==> src/hw/rtl/bee_pkg.sv <==
`timescale 1ns / 1ps
// Shared types, constants and the button map for the button edge event encoder.
// No dependencies; every other file imports this package.
package bee_pkg;

  // Port widths and the used-bit layout
  localparam int unsigned PORT_W       = 16;
  localparam logic [15:0] USED_MASK_A  = 16'hFF03;
  localparam int unsigned NUM_EXP1_BTN = 10;
  localparam int unsigned NUM_BTN      = 26;
  localparam int unsigned POS_W        = $clog2(NUM_BTN);
  localparam int unsigned Q_DEPTH      = 2;

  // Button group codes
  localparam logic [2:0] GRP_SNAPSHOT = 3'd0;
  localparam logic [2:0] GRP_MODE     = 3'd1;
  localparam logic [2:0] GRP_PLAY     = 3'd2;
  localparam logic [2:0] GRP_STOP     = 3'd3;
  localparam logic [2:0] GRP_RECORD   = 3'd4;
  localparam logic [2:0] GRP_TAP      = 3'd5;
  localparam logic [2:0] GRP_SWITCH   = 3'd6;
  localparam logic [2:0] GRP_FUNCTION = 3'd7;

  typedef struct packed {
    logic [PORT_W-1:0] port_a;
    logic [PORT_W-1:0] port_b;
  } in_item_t;

  typedef struct packed {
    logic       word_changed;
    logic       event_valid;
    logic [2:0] event_group;
    logic [2:0] event_index;
    logic       pressed;
    logic       last_of_run;
  } out_item_t;

  // One scan job: changed used bits and new levels in event order, plus word change
  typedef struct packed {
    logic [NUM_BTN-1:0] changed;
    logic [NUM_BTN-1:0] level;
    logic               word_changed;
  } job_t;

  typedef struct packed {
    logic [2:0] group;
    logic [2:0] index;
  } btn_id_t;

  // Pack the used bits in event order: A0, A1, A8..A15, then B0..B15
  function automatic logic [NUM_BTN-1:0] bee_compact(input logic [PORT_W-1:0] a,
                                                     input logic [PORT_W-1:0] b);
    logic [PORT_W-1:0] au;
    au = a & USED_MASK_A;
    return {b, au[15:8], au[1:0]};
  endfunction

  // Group and index of each event position
  function automatic btn_id_t bee_map(input logic [POS_W-1:0] pos);
    btn_id_t id;
    unique case (pos)
      5'd0:    id = '{GRP_SNAPSHOT, 3'd0};
      5'd1:    id = '{GRP_SNAPSHOT, 3'd1};
      5'd2:    id = '{GRP_TAP,      3'd0};
      5'd3:    id = '{GRP_RECORD,   3'd0};
      5'd4:    id = '{GRP_STOP,     3'd0};
      5'd5:    id = '{GRP_PLAY,     3'd0};
      5'd6:    id = '{GRP_MODE,     3'd3};
      5'd7:    id = '{GRP_MODE,     3'd2};
      5'd8:    id = '{GRP_MODE,     3'd1};
      5'd9:    id = '{GRP_MODE,     3'd0};
      5'd10:   id = '{GRP_FUNCTION, 3'd6};
      5'd11:   id = '{GRP_FUNCTION, 3'd7};
      5'd12:   id = '{GRP_FUNCTION, 3'd4};
      5'd13:   id = '{GRP_FUNCTION, 3'd5};
      5'd14:   id = '{GRP_FUNCTION, 3'd2};
      5'd15:   id = '{GRP_FUNCTION, 3'd3};
      5'd16:   id = '{GRP_FUNCTION, 3'd0};
      5'd17:   id = '{GRP_FUNCTION, 3'd1};
      5'd18:   id = '{GRP_SWITCH,   3'd7};
      5'd19:   id = '{GRP_SWITCH,   3'd5};
      5'd20:   id = '{GRP_SWITCH,   3'd3};
      5'd21:   id = '{GRP_SWITCH,   3'd1};
      5'd22:   id = '{GRP_SWITCH,   3'd6};
      5'd23:   id = '{GRP_SWITCH,   3'd4};
      5'd24:   id = '{GRP_SWITCH,   3'd2};
      5'd25:   id = '{GRP_SWITCH,   3'd0};
      default: id = '{GRP_SNAPSHOT, 3'd0};
    endcase
    return id;
  endfunction

endpackage

==> src/hw/rtl/bee_front.sv <==
`timescale 1ns / 1ps
// Front end: accepts port words, compares against the stored pair, builds a scan job.
// Depends on bee_pkg.
module bee_front import bee_pkg::*; (
  input  logic     clk,
  input  logic     rst_n,
  input  logic     in_push,
  input  in_item_t in_data,
  input  logic     q_full,
  output logic     in_full,
  output logic     q_push,
  output job_t     q_job
);

  logic [PORT_W-1:0] prev_a_r, prev_a_nxt;
  logic [PORT_W-1:0] prev_b_r, prev_b_nxt;
  logic [PORT_W-1:0] diff_a, diff_b;
  logic              accept;

  // Refuse items while reset is held
  assign in_full = q_full || !rst_n;
  assign accept  = in_push && !in_full;
  assign q_push  = accept;

  // Classify: changed used bits, new levels, whole-word change
  assign diff_a = in_data.port_a ^ prev_a_r;
  assign diff_b = in_data.port_b ^ prev_b_r;
  assign q_job.changed      = bee_compact(diff_a, diff_b);
  assign q_job.level        = bee_compact(in_data.port_a, in_data.port_b);
  assign q_job.word_changed = (diff_a != '0) || (diff_b != '0);

  // Replace the stored words on every accepted item
  always_comb begin
    prev_a_nxt = prev_a_r;
    prev_b_nxt = prev_b_r;
    if (accept) begin
      prev_a_nxt = in_data.port_a;
      prev_b_nxt = in_data.port_b;
    end
  end

  always_ff @(posedge clk) begin
    if (!rst_n) begin
      prev_a_r <= '0;
      prev_b_r <= '0;
    end else begin
      prev_a_r <= prev_a_nxt;
      prev_b_r <= prev_b_nxt;
    end
  end

endmodule

==> src/hw/rtl/bee_queue.sv <==
`timescale 1ns / 1ps
// Short job queue between the front end and the event scanner.
// Depends on bee_pkg.
module bee_queue import bee_pkg::*; (
  input  logic clk,
  input  logic rst_n,
  input  logic push,
  input  job_t push_job,
  output logic full,
  input  logic pop,
  output logic empty,
  output job_t pop_job
);

  localparam int unsigned PTR_W = $clog2(Q_DEPTH);
  localparam int unsigned CNT_W = $clog2(Q_DEPTH + 1);

  job_t             slot_r [Q_DEPTH];
  logic [PTR_W-1:0] wr_ptr_r, wr_ptr_nxt;
  logic [PTR_W-1:0] rd_ptr_r, rd_ptr_nxt;
  logic [CNT_W-1:0] count_r, count_nxt;
  logic             do_push, do_pop;

  assign full    = (count_r == CNT_W'(Q_DEPTH));
  assign empty   = (count_r == '0);
  assign do_push = push && !full;
  assign do_pop  = pop && !empty;
  assign pop_job = slot_r[rd_ptr_r];

  // Advance pointers and occupancy
  always_comb begin
    wr_ptr_nxt = wr_ptr_r;
    rd_ptr_nxt = rd_ptr_r;
    count_nxt  = count_r;
    if (do_push) begin
      wr_ptr_nxt = (wr_ptr_r == PTR_W'(Q_DEPTH - 1)) ? '0 : wr_ptr_r + PTR_W'(1);
    end
    if (do_pop) begin
      rd_ptr_nxt = (rd_ptr_r == PTR_W'(Q_DEPTH - 1)) ? '0 : rd_ptr_r + PTR_W'(1);
    end
    if (do_push && !do_pop) begin
      count_nxt = count_r + CNT_W'(1);
    end else if (do_pop && !do_push) begin
      count_nxt = count_r - CNT_W'(1);
    end
  end

  always_ff @(posedge clk) begin
    if (!rst_n) begin
      wr_ptr_r <= '0;
      rd_ptr_r <= '0;
      count_r  <= '0;
    end else begin
      wr_ptr_r <= wr_ptr_nxt;
      rd_ptr_r <= rd_ptr_nxt;
      count_r  <= count_nxt;
    end
  end

  // Store the job payload
  always_ff @(posedge clk) begin
    if (do_push) begin
      slot_r[wr_ptr_r] <= push_job;
    end
  end

endmodule

==> src/hw/rtl/bee_back.sv <==
`timescale 1ns / 1ps
// Back end: scans a job bit per cycle unless stalled, emitting events to the output.
// Depends on bee_pkg.
module bee_back import bee_pkg::*; (
  input  logic      clk,
  input  logic      rst_n,
  input  logic      q_empty,
  input  job_t      q_job,
  output logic      q_pop,
  output logic      out_empty,
  input  logic      out_pop,
  output out_item_t out_data
);

  logic               busy_r, busy_nxt;
  logic [NUM_BTN-1:0] mask_r, mask_nxt;
  logic [NUM_BTN-1:0] level_r, level_nxt;
  logic               wc_r, wc_nxt;
  logic [POS_W-1:0]   pos_r, pos_nxt;
  out_item_t          out_r, out_nxt;
  logic               out_valid_r, out_valid_nxt;
  logic               slot_free;
  logic [NUM_BTN-1:0] pos_bit;
  logic [NUM_BTN-1:0] mask_left;
  btn_id_t            id;

  assign out_empty = !out_valid_r;
  assign out_data  = out_r;
  assign slot_free = !out_valid_r || out_pop;
  assign q_pop     = !busy_r && !q_empty;
  assign pos_bit   = NUM_BTN'(1) << pos_r;
  assign mask_left = mask_r & ~pos_bit;
  assign id        = bee_map(pos_r);

  // Load a job, then walk its positions; emit when the output register can take an item
  always_comb begin
    busy_nxt      = busy_r;
    mask_nxt      = mask_r;
    level_nxt     = level_r;
    wc_nxt        = wc_r;
    pos_nxt       = pos_r;
    out_nxt       = out_r;
    out_valid_nxt = out_valid_r && !out_pop;
    if (!busy_r) begin
      if (!q_empty) begin
        busy_nxt  = 1'b1;
        mask_nxt  = q_job.changed;
        level_nxt = q_job.level;
        wc_nxt    = q_job.word_changed;
        pos_nxt   = '0;
      end
    end else if (mask_r == '0) begin
      // No used bit changed: one plain status item
      if (slot_free) begin
        out_nxt       = '{word_changed: wc_r, event_valid: 1'b0, event_group: '0,
                          event_index: '0, pressed: 1'b0, last_of_run: 1'b1};
        out_valid_nxt = 1'b1;
        busy_nxt      = 1'b0;
      end
    end else if (mask_r[pos_r]) begin
      if (slot_free) begin
        out_nxt       = '{word_changed: 1'b1, event_valid: 1'b1, event_group: id.group,
                          event_index: id.index, pressed: level_r[pos_r],
                          last_of_run: (mask_left == '0)};
        out_valid_nxt = 1'b1;
        mask_nxt      = mask_left;
        pos_nxt       = pos_r + POS_W'(1);
        busy_nxt      = (mask_left != '0);
      end
    end else begin
      pos_nxt = pos_r + POS_W'(1);
    end
  end

  always_ff @(posedge clk) begin
    if (!rst_n) begin
      busy_r      <= 1'b0;
      out_valid_r <= 1'b0;
    end else begin
      busy_r      <= busy_nxt;
      out_valid_r <= out_valid_nxt;
    end
  end

  // Hold job and output payload
  always_ff @(posedge clk) begin
    mask_r  <= mask_nxt;
    level_r <= level_nxt;
    wc_r    <= wc_nxt;
    pos_r   <= pos_nxt;
    out_r   <= out_nxt;
  end

endmodule

==> src/hw/rtl/button_edge_event_encoder.sv <==
`timescale 1ns / 1ps
// Top level of the button edge event encoder: front end, job queue, event scanner.
// Depends on bee_pkg, bee_front, bee_queue, bee_back.
//
//   channel | ports                        | direction | moves
//   in      | in_push, in_full, in_data    | input     | one item of two port words
//   out     | out_empty, out_pop, out_data | output    | one event or status item
//
// The front end takes an item when the two-entry job queue has room.
// The scanner loads a job, then walks one bit position per cycle up to the last changed
// bit, unless a stalled output holds it; an item with no change yields one status item.
// A stalled output holds the scanner; the queue lets two more items enter meanwhile.
// Synchronous active-low reset clears the stored words, queue and output register.
module button_edge_event_encoder import bee_pkg::*; (
  input  logic      clk,
  input  logic      rst_n,
  input  logic      in_push,
  output logic      in_full,
  input  in_item_t  in_data,
  output logic      out_empty,
  input  logic      out_pop,
  output out_item_t out_data
);

  logic q_push, q_full, q_pop, q_empty;
  job_t q_wr_job, q_rd_job;

  bee_front u_front (
    .clk     (clk),
    .rst_n   (rst_n),
    .in_push (in_push),
    .in_data (in_data),
    .q_full  (q_full),
    .in_full (in_full),
    .q_push  (q_push),
    .q_job   (q_wr_job)
  );

  bee_queue u_queue (
    .clk      (clk),
    .rst_n    (rst_n),
    .push     (q_push),
    .push_job (q_wr_job),
    .full     (q_full),
    .pop      (q_pop),
    .empty    (q_empty),
    .pop_job  (q_rd_job)
  );

  bee_back u_back (
    .clk       (clk),
    .rst_n     (rst_n),
    .q_empty   (q_empty),
    .q_job     (q_rd_job),
    .q_pop     (q_pop),
    .out_empty (out_empty),
    .out_pop   (out_pop),
    .out_data  (out_data)
  );

endmodule

==> config.mk <==
export PLATFORM = sky130hd
export DESIGN_NAME = button_edge_event_encoder
export DESIGN_NICKNAME = d
export VERILOG_FILES = /design/src/hw/rtl/bee_pkg.sv /design/src/hw/rtl/bee_front.sv /design/src/hw/rtl/bee_queue.sv /design/src/hw/rtl/bee_back.sv /design/src/hw/rtl/button_edge_event_encoder.sv
export SDC_FILE = /design/constraint.sdc
export NUM_CORES = 1
export LEC_CHECK = 0
export ABC_AREA = 1
export BUFFER_PORTS_ARGS = -buffer_cell sky130_fd_sc_hd__buf_2
export CELL_PAD_IN_SITES_DETAIL_PLACEMENT = 2
export CELL_PAD_IN_SITES_GLOBAL_PLACEMENT = 2
export CORE_MARGIN = 2
export CORE_UTILIZATION = 36
export CTS_CLUSTER_SIZE = 8
export DETAILED_ROUTE_END_ITERATION = 10
export GPL_TIMING_DRIVEN = 1
export PLACE_DENSITY = 0.78
export SETUP_SLACK_MARGIN = 0.2
export SLEW_MARGIN = 20
export SYNTH_ARGS = -nofsm -noshare
export SYNTH_HDL_FRONTEND = slang
export SYNTH_SLANG_ARGS = --single-unit
==> constraint.sdc <==
create_clock -name clk -period 3.5 [get_ports clk]
set_input_delay 0.7 -clock clk [delete_from_list [all_inputs] [get_ports clk]]
set_output_delay 0.7 -clock clk [all_outputs]
set_load 0.01 [all_outputs]
==> summary.md <==
| Metric | Value |
|---|---|
| Startpoint types | `register` |
| DRT Pass-1 Iters | `4` |
| Maximum VDD drop | `between 0.4 and 0.5 mV` |
| Synthesized area | `0.00948 mm2` |
| RSZ-0062 raised after global routing | `no` |
| Fmax | `around 350 MHz` |
| Asr flop ratio synth | `0%` |
| Leakage power of the design | `~4.4 nW` |
| Number of enable flip-flop cells after synthesis | `roughly 170` |
| Setup Crit Path Kind | `reg -> reg` |
| Effective utilization at floorplan | `a little over a third` |
| Initial antenna violation count | `0` |
| WL per Instance | `roughly 22 um` |
| Family with the most delay on the worst path | `simple AND/OR/NAND/NOR gates` |
| Hold Path Origin | `in_data[5]` |
| Clk sinks | `219` |
| Fillers | `approximately 2700` |
| TritonCTS clock tree | `yes` |
| CTS-repair resized insts | `0` |
| Power Dens Cells | `slightly below 1000 mW/mm2` |
| Maximum clock path buffer count | `3` |
| Reg-to-reg startpoint | `u_back.pos_r[0]` |
| Multi-input logic area | `roughly 0.0030 mm2` |
| Die Wd | `about 170 um` |
| Post-Syn Nets | `slightly below 1000` |
| Congestion Overflow GR | `0` |
| Crit path largest cell delay | `roughly 0.53 ns` |
| Most used cell, CP | `nand2_1` |
| Synth top area cells | `edfxtp_1 55%, nand2_1 9.7%, dfxtp_1 9.5%` |
| CTS hold repair buffers | `0` |
| Final period utilization | `81.5%` |
| Crit path max fanout | `32` |
| First-pass GRT wire length | `~46000 um` |
| Fin. max-slew vios | `0` |
| Status | `completed` |
| Vias in the first global route | `roughly 7700` |
| Ports | `48` |
| Root buffer cell | `clkbuf_16` |
| CP cell instances | `buf_4 -> ha_1 -> ha_1 -> nand2_1 -> o21ai_0 -> nand4_1 -> nor2_1 -> nand2_1 -> nor2_1 -> nand2_1 -> nand3_1 -> a21oi_1` |
| Setup ws final | `0.646 ns` |
| Min-Delay Endpoint | `u_queue.slot_r[0][16]` |
| Hpwl dp | `around 20000 um` |
| Area leader, netlist | `edfxtp_1` |
| GRT Util Overall | `between 20% and 30%` |
| Via count | `7030` |
| Hold path cells | `1` |
| Layout cells sized above 1 | `13.4%` |
| Largest net degree at the start of global routing | `54` |
| Tightest Pin Transition | `between 1 and 1.5 ns` |
| Reg2Reg Depth | `12` |
| Setup violators final | `0` |
| Final Skew | `~0.024 ns` |
| R2R Setup Slk | `~0.65 ns` |
| N_diodes | `0` |
| Hold Crit Class | `in -> reg` |
| Buf/Inv on CP | `1` |
| H-tree levels | `1` |
| CTS Buf Count | `31` |
| Library cells used by synthesis | `38` |
| Most used flip-flop cell after synthesis | `edfxtp_1` |
| Worst Path Arrival | `approximately 3.3 ns` |
| Rel. slew slack | `29.2%` |
| YS warnings | `0` |
| Die height | `between 150 and 200 um` |
| Fin Hold WS | `~0.39 ns` |
| Clock latency on the worst-skew pair | `roughly 0.55 ns` |
| GPL Wtd Cong | `around 0.86` |
| Register area | `0.00613 mm2` |
| Drt total wl | `a little under 30000 um` |
| Max-Cap Viols | `0` |
| Postcts setup bufs | `0` |
| Final hold violations | `0` |
| Slowest cell on the critical path | `o21ai_0` |
| CP Depth | `12` |
| Critical path capture point type | `register` |
| Nets | `~1000` |
| Final ANT Viol Nets | `0` |
| CP required | `3.92 ns` |
| Sequential-to-total area share from yosys stat | `between 60% and 70%` |
| Cell count after synthesis | `916` |
| DRC viols | `0` |
| Core ar. | `0.0260 mm2` |
| Yosys reg bits | `219` |
| Setup WS pre-CTS | `about 0.6 ns` |
| Min Tclk post-route | `2.85 ns` |
| Post-synth top area share | `between 50% and 60%` |
| Reg-to-reg endpoint | `u_back.busy_r` |
| Area grow syn2layout | `15.9%` |
| Die area | `~0.028 mm2` |
| Average size of a mapped cell | `10.3 um2` |
| Via-per-instance ratio | `about 5.3` |
| Row cnt | `roughly 60` |
| CTS clk-pin slew, worst paths | `0.06 ns` |
| Starting DRT DRC Count | `390` |
| IO buf count | `47` |
| Final design utilization | `between 40% and 50%` |
## cells by family (layout without fill, tap and decap cells)
| family | count (synthesis) | count (layout) | share of synthesized area (%) |
|---|---|---|---|
| XOR/XNOR | 29 | 29 | 2.68 |
| buffers and inverters | 104 | 180 | 4.50 |
| AND/OR/NAND/NOR | 423 | 423 | 18.7 |
| flip-flops | 219 | 219 | 64.6 |
| AO/OA/AOI/OAI | 128 | 128 | 7.77 |
| adder cells (fa/ha/maj) | 13 | 13 | 1.72 |
## placed cells by master (no fill, tap or decap), types with 13 or more instances in the layout
cell / netlist / final
nand3_1: 70 / 70
buf_4: 3 / 15
edfxtp_1: 174 / 174
ha_1: 13 / 13
o21ai_0: 44 / 44
buf_2: 8 / 47
xor2_1: 25 / 25
nor2_1: 73 / 71
inv_2: 18 / 18
a21oi_1: 31 / 31
inv_1: 44 / 44
clkbuf_16: 0 / 31
nand2_1: 244 / 244
clkbuf_1: 25 / 24
dfxtp_1: 45 / 44
## power by group
part / leakage (nW) / switching [W] / internal [W]
clock network: 0.424 / 0.00110 / 0.00171
logic: 1.95 / 0.00265 / 0.00102
registers: 1.98 / 0.000446 / 0.00374
## cell usage after synthesis, types with 13 or more instances
library cell and n:
ha_1 13, clkbuf_1 25, o21ai_0 44, nand2_1 244, a21oi_1 31, dfxtp_1 45, nor2_1 73, inv_1 44
nand3_1 70, xor2_1 25, edfxtp_1 174, inv_2 18
## sequential cells by signal, summed over array words and instances, names as in the netlist, 2 cells and up, named ones only
signal            flops
u_back.level_r       26
u_back.out_data      10
u_back.id             6
u_front.prev_a_r     16
u_queue.count_r       2
u_front.prev_b_r     16
u_back.pos_r          5
u_queue.slot_r      106
u_back.mask_r        26
## worst max path at each step
stage	from	end	slack [ns]
floorplan	in_push	u_queue.slot_r[0][0]	-0.25
global placement	out_pop	u_back.id[5]	0.74
detailed placement	out_pop	u_back.id[5]	0.60
CTS	u_back.pos_r[0]	u_back.busy_r	0.69
global route	u_back.pos_r[0]	u_back.id[4]	0.43
finish	u_back.pos_r[0]	u_back.busy_r	0.65
## stage by stage
stage,total power [W],cells,cell area (um2),TNS (ns)
3_5_place_dp,0.00789,1271,10100,0
5_1_grt,0.0113,1327,11000,0
6_report,0.0107,1327,11000,0
2_1_floorplan,0.00645,916,9490,-26.63
4_1_cts,0.0108,1327,11000,0
3_3_place_gp,0.00760,1271,10100,0
## per-layer routing
metal / part of all wire [%] / vias up / GRT usage (%) / routed length, um
li1: - / 3247 / - / -
met5: 0 / - / 0 / 0
met3: 3.3 / 46 / 2.55 / 997
met2: 51 / 146 / 38.8 / 15200
met1: 43 / 3591 / 27.0 / 12900
met4: 2.3 / 0 / 5.96 / 699
## area by class of cell
cell class	count	area share (%)
Clock buffer	55	7.88
Sequential cell	219	55.8
Clock inverter	1	0.273
Timing Repair Buffer	62	3.17
Tap cell	335	3.82
Inverter	62	2.12
Multi-Input combinational cell	593	27.0
(Power assumes the default switching activity.)
